**config.mk**
```make
export PLATFORM = sky130hd
export DESIGN_NAME = sparse_triplet_matrix_add_top
export DESIGN_NICKNAME = d
export VERILOG_FILES = /design/src/hw/rtl/stma_pkg.sv /design/src/hw/rtl/stma_list.sv /design/src/hw/rtl/sparse_triplet_matrix_add_top.sv
export SDC_FILE = /design/constraint.sdc
export NUM_CORES = 2
export LEC_CHECK = 0
export ABC_AREA = 0
export BUFFER_PORTS_ARGS = -buffer_cell sky130_fd_sc_hd__clkbuf_2
export CORE_MARGIN = 1.5
export CORE_UTILIZATION = 63
export DETAILED_ROUTE_END_ITERATION = 8
export GPL_TIMING_DRIVEN = 1
export HOLD_SLACK_MARGIN = 0.15
export PLACE_DENSITY = 0.79
export SLEW_MARGIN = 10
export SYNTH_ARGS = -nofsm -noshare
export SYNTH_HDL_FRONTEND = slang
export SYNTH_SLANG_ARGS = --single-unit
```
**constraint.sdc**
```tcl
create_clock -name clk -period 8.5 [get_ports clk]
set_input_delay 0.425 -clock clk [delete_from_list [all_inputs] [get_ports clk]]
set_output_delay 0.425 -clock clk [all_outputs]
set_load 0.02 [all_outputs]
```
**src/hw/rtl/stma_pkg.sv**
```systemverilog
// ----------------------------------------------------------------------------
// stma_pkg
// Shared types, codes and defaults for the sparse triplet matrix adder.
// ----------------------------------------------------------------------------
package stma_pkg;

	localparam int MAX_TERMS_DEF = 32;
	localparam int MAX_DIM_DEF   = 256;

	localparam int IDX_W  = 8;
	localparam int VAL_W  = 32;
	localparam int SUM_W  = 33;
	localparam int DIM_W  = 9;
	localparam int CNT_W  = 7;

	localparam logic [1:0] FUNC_LOAD_A = 2'd0;
	localparam logic [1:0] FUNC_LOAD_B = 2'd1;
	localparam logic [1:0] FUNC_START  = 2'd2;

	localparam logic [1:0] ST_ENTRY    = 2'd0;
	localparam logic [1:0] ST_MISMATCH = 2'd1;
	localparam logic [1:0] ST_EMPTY    = 2'd2;
	localparam logic [1:0] ST_OVERFLOW = 2'd3;

	localparam logic [1:0] REG_A_ROWS = 2'd0;
	localparam logic [1:0] REG_A_COLS = 2'd1;
	localparam logic [1:0] REG_B_ROWS = 2'd2;
	localparam logic [1:0] REG_B_COLS = 2'd3;

	typedef struct packed {
		logic [IDX_W-1:0]        row;
		logic [IDX_W-1:0]        col;
		logic signed [VAL_W-1:0] value;
	} trip_t;

	typedef struct packed {
		logic load;
		logic clear;
	} list_ctl_t;

endpackage

```
**src/hw/rtl/stma_list.sv**
```systemverilog
// ----------------------------------------------------------------------------
// stma_list
// One triplet list: a synchronous memory with a fill count and a
// registered read port.
// ----------------------------------------------------------------------------
module stma_list #(
	parameter int MAX_TERMS = stma_pkg::MAX_TERMS_DEF
) (
	input  logic                                  clk,
	input  logic                                  arst_n,
	input  stma_pkg::list_ctl_t                   ctl,
	input  stma_pkg::trip_t                       wdata,
	input  logic [((MAX_TERMS > 1) ? $clog2(MAX_TERMS) : 1)-1:0] raddr,
	output stma_pkg::trip_t                       rdata,
	output logic [$clog2(MAX_TERMS+1)-1:0]        count,
	output logic                                  full
);

	localparam int AW = (MAX_TERMS > 1) ? $clog2(MAX_TERMS) : 1;
	localparam int CW = $clog2(MAX_TERMS+1);

	stma_pkg::trip_t mem [MAX_TERMS];
	stma_pkg::trip_t rdata_q;
	logic [CW-1:0]   count_q;

	assign full  = (count_q == CW'(MAX_TERMS));
	assign count = count_q;
	assign rdata = rdata_q;

	always_ff @(posedge clk or negedge arst_n) begin
		if (!arst_n) begin
			count_q <= '0;
		end else if (ctl.clear) begin
			count_q <= '0;
		end else if (ctl.load && !full) begin
			count_q <= count_q + CW'(1);
		end
	end

	always_ff @(posedge clk) begin
		if (ctl.load && !full) begin
			mem[count_q[AW-1:0]] <= wdata;
		end
		rdata_q <= mem[raddr];
	end

endmodule

```
**src/hw/rtl/sparse_triplet_matrix_add_top.sv**
```systemverilog
// ----------------------------------------------------------------------------
// sparse_triplet_matrix_add_top
// Adds two sparse matrices held as row-major triplet lists and streams the
// merged entries, with a count and a last mark on the final result.
// ----------------------------------------------------------------------------
//  Channel   Handshake               Payload
//  in        in_valid / in_stall     func, row, col, value
//  out       out_valid / out_stall   out_row, out_col, out_value, status,
//                                    entry_count, last
//  config    cfg_we                  cfg_index, cfg_data
//
// A load request is accepted whenever the merge is idle. A start request
// holds off input until its merged entries, its error or its empty result
// have left the merge; the merge takes one step per cycle while the output
// register is free, set by the single read port of each list memory.
// Results wait in an output register, so a stalled output only pauses the
// merge. Reset empties both lists at once.
// ----------------------------------------------------------------------------
module sparse_triplet_matrix_add_top #(
	parameter int MAX_TERMS = stma_pkg::MAX_TERMS_DEF,
	parameter int MAX_DIM   = stma_pkg::MAX_DIM_DEF
) (
	input  logic                               clk,
	input  logic                               arst_n,
	input  logic                               cfg_we,
	input  logic [1:0]                         cfg_index,
	input  logic [stma_pkg::DIM_W-1:0]         cfg_data,
	input  logic                               in_valid,
	output logic                               in_stall,
	input  logic [1:0]                         func,
	input  logic [stma_pkg::IDX_W-1:0]         row,
	input  logic [stma_pkg::IDX_W-1:0]         col,
	input  logic signed [stma_pkg::VAL_W-1:0]  value,
	output logic                               out_valid,
	input  logic                               out_stall,
	output logic [stma_pkg::IDX_W-1:0]         out_row,
	output logic [stma_pkg::IDX_W-1:0]         out_col,
	output logic signed [stma_pkg::SUM_W-1:0]  out_value,
	output logic [1:0]                         status,
	output logic [stma_pkg::CNT_W-1:0]         entry_count,
	output logic                               last
);

	localparam int AW    = (MAX_TERMS > 1) ? $clog2(MAX_TERMS) : 1;
	localparam int CW    = $clog2(MAX_TERMS+1);
	localparam int DW    = stma_pkg::DIM_W;
	localparam int CLAMP = (MAX_DIM > 511) ? 511 : MAX_DIM;
	localparam int SUM_W = stma_pkg::SUM_W;

	localparam logic [1:0] S_IDLE = 2'd0;
	localparam logic [1:0] S_RUN  = 2'd1;
	localparam logic [1:0] S_ERR  = 2'd2;

	logic [1:0]    state_q;
	logic [DW-1:0] a_rows_q, a_cols_q, b_rows_q, b_cols_q;
	logic          ovf_q;
	logic [1:0]    err_q;

	logic [CW-1:0] m_q, n_q, m_d, n_d;
	logic          started_q;
	logic [stma_pkg::IDX_W-1:0] last_row_q, last_col_q;

	logic                              cand_v_q;
	logic [stma_pkg::IDX_W-1:0]        cand_row_q, cand_col_q;
	logic signed [stma_pkg::SUM_W-1:0] cand_val_q;
	logic [stma_pkg::CNT_W-1:0]        k_q;

	logic                              out_v_q;
	logic [stma_pkg::IDX_W-1:0]        out_row_q, out_col_q;
	logic signed [stma_pkg::SUM_W-1:0] out_val_q;
	logic [1:0]                        out_st_q;
	logic [stma_pkg::CNT_W-1:0]        out_cnt_q;
	logic                              out_last_q;

	stma_pkg::list_ctl_t ctl_a, ctl_b;
	stma_pkg::trip_t     wdata, head_a, head_b;
	logic [CW-1:0]       cnt_a, cnt_b;
	logic                full_a, full_b;

	logic in_acc, out_free, finish;
	logic load_a, load_b, start;
	logic [DW-1:0] rows_eff, cols_eff;
	logic va, vb, take_a, take_b, step;
	logic [stma_pkg::IDX_W-1:0]        new_row, new_col;
	logic signed [stma_pkg::SUM_W-1:0] sum_a, sum_b, new_val;

	assign in_stall = (state_q != S_IDLE);
	assign in_acc   = in_valid && !in_stall;
	assign load_a   = in_acc && (func == stma_pkg::FUNC_LOAD_A);
	assign load_b   = in_acc && (func == stma_pkg::FUNC_LOAD_B);
	assign start    = in_acc && (func == stma_pkg::FUNC_START);
	assign out_free = !out_v_q || !out_stall;

	assign wdata.row   = row;
	assign wdata.col   = col;
	assign wdata.value = value;

	assign finish = out_free && (((state_q == S_RUN) && !va && !vb) || (state_q == S_ERR));

	assign ctl_a.load  = load_a;
	assign ctl_a.clear = finish;
	assign ctl_b.load  = load_b;
	assign ctl_b.clear = finish;

	assign rows_eff = (a_rows_q > DW'(CLAMP)) ? DW'(CLAMP) : a_rows_q;
	assign cols_eff = (a_cols_q > DW'(CLAMP)) ? DW'(CLAMP) : a_cols_q;

	always_comb begin
		va = (m_q < cnt_a) && ({1'b0, head_a.row} < rows_eff) && ({1'b0, head_a.col} < cols_eff)
			&& (!started_q || (head_a.row > last_row_q)
			|| ((head_a.row == last_row_q) && (head_a.col > last_col_q)));
		vb = (n_q < cnt_b) && ({1'b0, head_b.row} < rows_eff) && ({1'b0, head_b.col} < cols_eff)
			&& (!started_q || (head_b.row > last_row_q)
			|| ((head_b.row == last_row_q) && (head_b.col > last_col_q)));
		take_a = va && (!vb || (head_a.row < head_b.row)
			|| ((head_a.row == head_b.row) && (head_a.col <= head_b.col)));
		take_b = vb && (!va || (head_b.row < head_a.row)
			|| ((head_b.row == head_a.row) && (head_b.col <= head_a.col)));
		step  = (state_q == S_RUN) && out_free && (va || vb);
		sum_a = SUM_W'(head_a.value);
		sum_b = SUM_W'(head_b.value);
		if (take_a) begin
			new_row = head_a.row;
			new_col = head_a.col;
		end else begin
			new_row = head_b.row;
			new_col = head_b.col;
		end
		if (take_a && take_b) begin
			new_val = sum_a + sum_b;
		end else if (take_a) begin
			new_val = sum_a;
		end else begin
			new_val = sum_b;
		end
		m_d = m_q;
		n_d = n_q;
		if (start) begin
			m_d = '0;
			n_d = '0;
		end else if (step) begin
			if (take_a) begin
				m_d = m_q + CW'(1);
			end
			if (take_b) begin
				n_d = n_q + CW'(1);
			end
		end
	end

	stma_list #(.MAX_TERMS(MAX_TERMS)) u_list_a (
		.clk   (clk),
		.arst_n(arst_n),
		.ctl   (ctl_a),
		.wdata (wdata),
		.raddr (m_d[AW-1:0]),
		.rdata (head_a),
		.count (cnt_a),
		.full  (full_a)
	);

	stma_list #(.MAX_TERMS(MAX_TERMS)) u_list_b (
		.clk   (clk),
		.arst_n(arst_n),
		.ctl   (ctl_b),
		.wdata (wdata),
		.raddr (n_d[AW-1:0]),
		.rdata (head_b),
		.count (cnt_b),
		.full  (full_b)
	);

	always_ff @(posedge clk or negedge arst_n) begin
		if (!arst_n) begin
			a_rows_q <= '0;
			a_cols_q <= '0;
			b_rows_q <= '0;
			b_cols_q <= '0;
		end else if (cfg_we) begin
			case (cfg_index)
				stma_pkg::REG_A_ROWS: a_rows_q <= cfg_data;
				stma_pkg::REG_A_COLS: a_cols_q <= cfg_data;
				stma_pkg::REG_B_ROWS: b_rows_q <= cfg_data;
				stma_pkg::REG_B_COLS: b_cols_q <= cfg_data;
				default: ;
			endcase
		end
	end

	always_ff @(posedge clk or negedge arst_n) begin
		if (!arst_n) begin
			state_q   <= S_IDLE;
			ovf_q     <= 1'b0;
			err_q     <= stma_pkg::ST_ENTRY;
			m_q       <= '0;
			n_q       <= '0;
			started_q <= 1'b0;
			cand_v_q  <= 1'b0;
			k_q       <= '0;
			out_v_q   <= 1'b0;
		end else begin
			m_q <= m_d;
			n_q <= n_d;
			if ((load_a && full_a) || (load_b && full_b)) begin
				ovf_q <= 1'b1;
			end
			if (out_v_q && !out_stall) begin
				out_v_q <= 1'b0;
			end
			case (state_q)
				S_IDLE: begin
					if (start) begin
						started_q <= 1'b0;
						cand_v_q  <= 1'b0;
						k_q       <= '0;
						if ((a_rows_q != b_rows_q) || (a_cols_q != b_cols_q)) begin
							err_q   <= stma_pkg::ST_MISMATCH;
							state_q <= S_ERR;
						end else if (ovf_q) begin
							err_q   <= stma_pkg::ST_OVERFLOW;
							state_q <= S_ERR;
						end else begin
							state_q <= S_RUN;
						end
					end
				end
				S_RUN: begin
					if (step) begin
						started_q <= 1'b1;
						cand_v_q  <= 1'b1;
						k_q       <= k_q + stma_pkg::CNT_W'(1);
						if (cand_v_q) begin
							out_v_q <= 1'b1;
						end
					end else if (finish) begin
						out_v_q <= 1'b1;
						ovf_q   <= 1'b0;
						state_q <= S_IDLE;
					end
				end
				S_ERR: begin
					if (finish) begin
						out_v_q <= 1'b1;
						ovf_q   <= 1'b0;
						state_q <= S_IDLE;
					end
				end
				default: begin
					state_q <= S_IDLE;
				end
			endcase
		end
	end

	always_ff @(posedge clk) begin
		if (step) begin
			last_row_q <= new_row;
			last_col_q <= new_col;
			cand_row_q <= new_row;
			cand_col_q <= new_col;
			cand_val_q <= new_val;
			out_row_q  <= cand_row_q;
			out_col_q  <= cand_col_q;
			out_val_q  <= cand_val_q;
			out_st_q   <= stma_pkg::ST_ENTRY;
			out_cnt_q  <= '0;
			out_last_q <= 1'b0;
		end else if (finish) begin
			out_last_q <= 1'b1;
			if ((state_q == S_RUN) && cand_v_q) begin
				out_row_q <= cand_row_q;
				out_col_q <= cand_col_q;
				out_val_q <= cand_val_q;
				out_st_q  <= stma_pkg::ST_ENTRY;
				out_cnt_q <= k_q;
			end else begin
				out_row_q <= '0;
				out_col_q <= '0;
				out_val_q <= '0;
				out_cnt_q <= '0;
				out_st_q  <= (state_q == S_ERR) ? err_q : stma_pkg::ST_EMPTY;
			end
		end
	end

	assign out_valid   = out_v_q;
	assign out_row     = out_row_q;
	assign out_col     = out_col_q;
	assign out_value   = out_val_q;
	assign status      = out_st_q;
	assign entry_count = out_cnt_q;
	assign last        = out_last_q;

endmodule

```
==> results.yml <==
run_status:
  status: "complete, but fails checks"
  violations: "design-rule violations"
logic_synthesis:
  yosys-top-cells-area: "edfxtp_1 72%, mux2i_1 4.5%, nand2_1 4.1%, a32oi_1 2.1%, dfxtp_1 1.6%"
  synth-edff-count: 3170
  synth_seq_cells: 3350
  yosysUniqueCellTypes: 82
  synthFlopType: "edfxtp_1"
  synth_nets: 9012
  ys_seq_area_share_pct: 74.7
  syn_area_per_cell_um2: 15.1
  yosysTopAreaCell: "edfxtp_1"
  syn_inst: 8813
  synth_area_mm2: 0.133
  ys_warn_count: 0
  synth_top_cell_area_share_pct: 71.7
  async_reset_ff_share_pct: 2.21
die:
  dieArea_mm2: 0.214
  rows: 168
  core_region_area_mm2: 0.210
  start_util_pct: 63.4
  pin_count: 127
  dieWidth_um: 462
  dieHeight_um: 462
clock_tree:
  clkLatencyLatePin_ns: 0.99
  cts-root-buf: "clkbuf_16"
  cts_buffer_depth: 4
  cts_setup_buffers: 0
  clock_sinks: 3350
  holdBufCountCts: 47
  cts_resized: 0
  cts_max_level: 5
  cts_tree: "yes"
  cts_made_buffers: 333
  cts.reportedPaths.clkPinSlew_ns: 0.06
global_route:
  grt-ovfl-total: 0
  grt_start_max_net_pins: 256
  grt_use_met2_pct: 51.5
  track_usage_pct: 33.7
  antenna_found_initial: 5
  grt_first_pass_wirelength_um: 523000
  met3_usage_pct: 6.90
  grt_pass1_vias: 80200
  grt.met1_usage_pct: 45.7
  busiest_layer: "met2"
detailed_routing:
  wl_per_cell_um: 30.3
  dr.first_iter.drc_count: 13400
  avgViaCountPerCell: 6.91
  drt-total-wl_um: 364000
  drc: 2
  dr.pass1.iters: 9
  ant_nets: 0
  num_vias: 83000
place:
  port-buffer-count: 126
  dp_hpwl_um: 184000
  dp_cells: 11400
  gp_congestion: 0.878
setup_path:
  worst_ep_arrival_time_ns: 7.86
  worstSetupPathType: "flip-flop to flip-flop"
  path_max_fanout: 114
  worstSetupStartpointType: "flip-flop"
  required_ns: 9.36
  endpoint_kind: "flip-flop"
final_layout:
  final_common_cell: "edfxtp_1"
  instances_no_fill: 12000
  final_cell_mix: "3,170 x edfxtp_1, 1,437 x nand2_1, 595 x mux2i_1"
  nNetsFinal: 9144
  regArea_mm2: 0.0992
  multi_input_area_mm2: 0.0315
  syn2layout_area_growth_pct: 11.3
  layout-drive-gt1-share_pct: 10.4
  fillerInstances: 12600
timing:
  setup_viol: 0
  rsz0062_at_grt: "no"
  tns_ns: 0
  finalCritPeriodShare_pct: 82.3
  final_max_slew_viol_count: 0
  hold_viol_final: 0
  max_freq_ghz: 0.143
  tightest_slew_ns: 1.34
  period_minus_slack_ns: 7.00
  finClkSkew_ns: 0.0644
  timing.hold.ws_ns: 0.187
  slew_headroom_pct: 10.2
power:
  leakagePower_nw: 48.8
  vdd_ir_drop_max_mv: 0.368
  power_density_mw_per_mm2: 274
job:
  maxCapViolations: 0
min_path:
  hold_class: "input port to async pin"
## sequential cells by signal, summed over array words and instances (netlist names), 7 cells and up
register        count
a_cols_q            9
a_rows_q            9
b_cols_q            9
b_rows_q            9
cand_col_q          8
cand_row_q          8
cand_val_q         33
entry_count         7
k_q                 7
out_col             8
out_row             8
out_value          33
u_list_a.mem     1536
u_list_a.rdata     48
u_list_b.mem     1536
u_list_b.rdata     48
## cell usage after synthesis (46+ instances only)
cell type	n
nor2_1	179
dfrtp_1	74
nand3_1	277
edfxtp_1	3170
a31oi_1	59
o22ai_1	46
a211oi_1	247
nor4_1	51
and3_1	249
buf_2	80
ha_1	132
a32oi_1	315
clkbuf_1	415
o2111ai_1	46
inv_1	88
mux2i_1	597
o21ai_0	111
mux2_2	47
a221oi_1	147
and2_1	63
a22oi_1	48
dfxtp_1	106
nand2_1	1442
a21oi_1	369
## logic make-up (layout without fill, tap and decap cells)
family / after synthesis / after routing / share of synthesized area [%]
flops: 3350 / 3350 / 74.7
fa+ha+maj: 133 / 133 / 1.26
compound gates: 1590 / 1590 / 8.75
mux: 644 / 644 / 4.90
xor+xnor: 65 / 65 / 0.429
simple gates: 2369 / 2369 / 7.89
other cells: 0 / 4 / 0
buf+inv: 662 / 1050 / 2.12
## per-layer routing
layer | up-vias | part of all wire [%]
met5 | - | 0.0074
met4 | 4 | 6.1
met3 | 1104 | 12
met2 | 6185 | 46
met1 | 41200 | 36
li1 | 34500 | -
## worst paths after layout
path,to,cells past startpoint,from,slack (ns)
max,u_list_b.rdata[31]$_DFF_P_,14,a_rows_q[8]$_DFFE_PN0P_,1.50
min,m_q[0]$_DFF_PN0_,2,arst_n,0.19
max reg2reg,u_list_b.rdata[31]$_DFF_P_,14,a_rows_q[8]$_DFFE_PN0P_,1.50
min reg2reg,status[0]$_SDFFE_PP0N_,2,status[0]$_SDFFE_PP0N_,0.47
max in group asynchronous,u_list_b.count[3]$_DFFE_PN0P_,2,arst_n,7.62
min in group clk,u_list_b.mem[26][17]$_DFFE_PP_,1,value[17],0.27
## final cells by class
| class | instances | share of cell area (%) |
|---|---|---|
| diodes | 4 | 0.00677 |
| repair buffers | 363 | 1.92 |
| clock inverters | 156 | 0.972 |
| flip-flops and latches | 3350 | 67.1 |
| multi-input cells | 4801 | 21.3 |
| inverters | 96 | 0.278 |
| clock buffers | 435 | 6.07 |
| well taps | 2805 | 2.37 |
## report_power, final
part	total (W)	switching [W]	internal, W
Sequential	0.0196	0.000849	0.0187
Combinational	0.00673	0.00440	0.00233
Clock	0.0143	0.00605	0.00822
## per-stage QoR
stage / util (%) / power, W / area (um^2) / worst slack, ns
2_1_floorplan: - / 0.0238 / 133000 / 1.18
3_3_place_gp: 65.3 / 0.0260 / 137000 / 1.66
3_5_place_dp: 65.3 / 0.0263 / 137000 / 1.69
4_1_cts: 70.5 / 0.0404 / 148000 / 1.63
5_1_grt: 70.6 / 0.0417 / 148000 / 1.27
6_report: 70.6 / 0.0406 / 148000 / 1.50
## worst max-delay path, cell delays in order, from the launching register on
cell and delay [ns]:
dfrtp_1 0.53, nand2b_1 0.25, ha_1 0.29, a21oi_1 0.13, o22ai_1 0.09, o31a_1 0.25, or4_1 0.52, or4_1 0.86
o21a_1 0.58, mux2i_1 0.81, inv_8 0.40, nand2_2 0.78, buf_4 0.66, o2111ai_1 0.25, nor4_1 0.36
(Power assumes the default switching activity.)
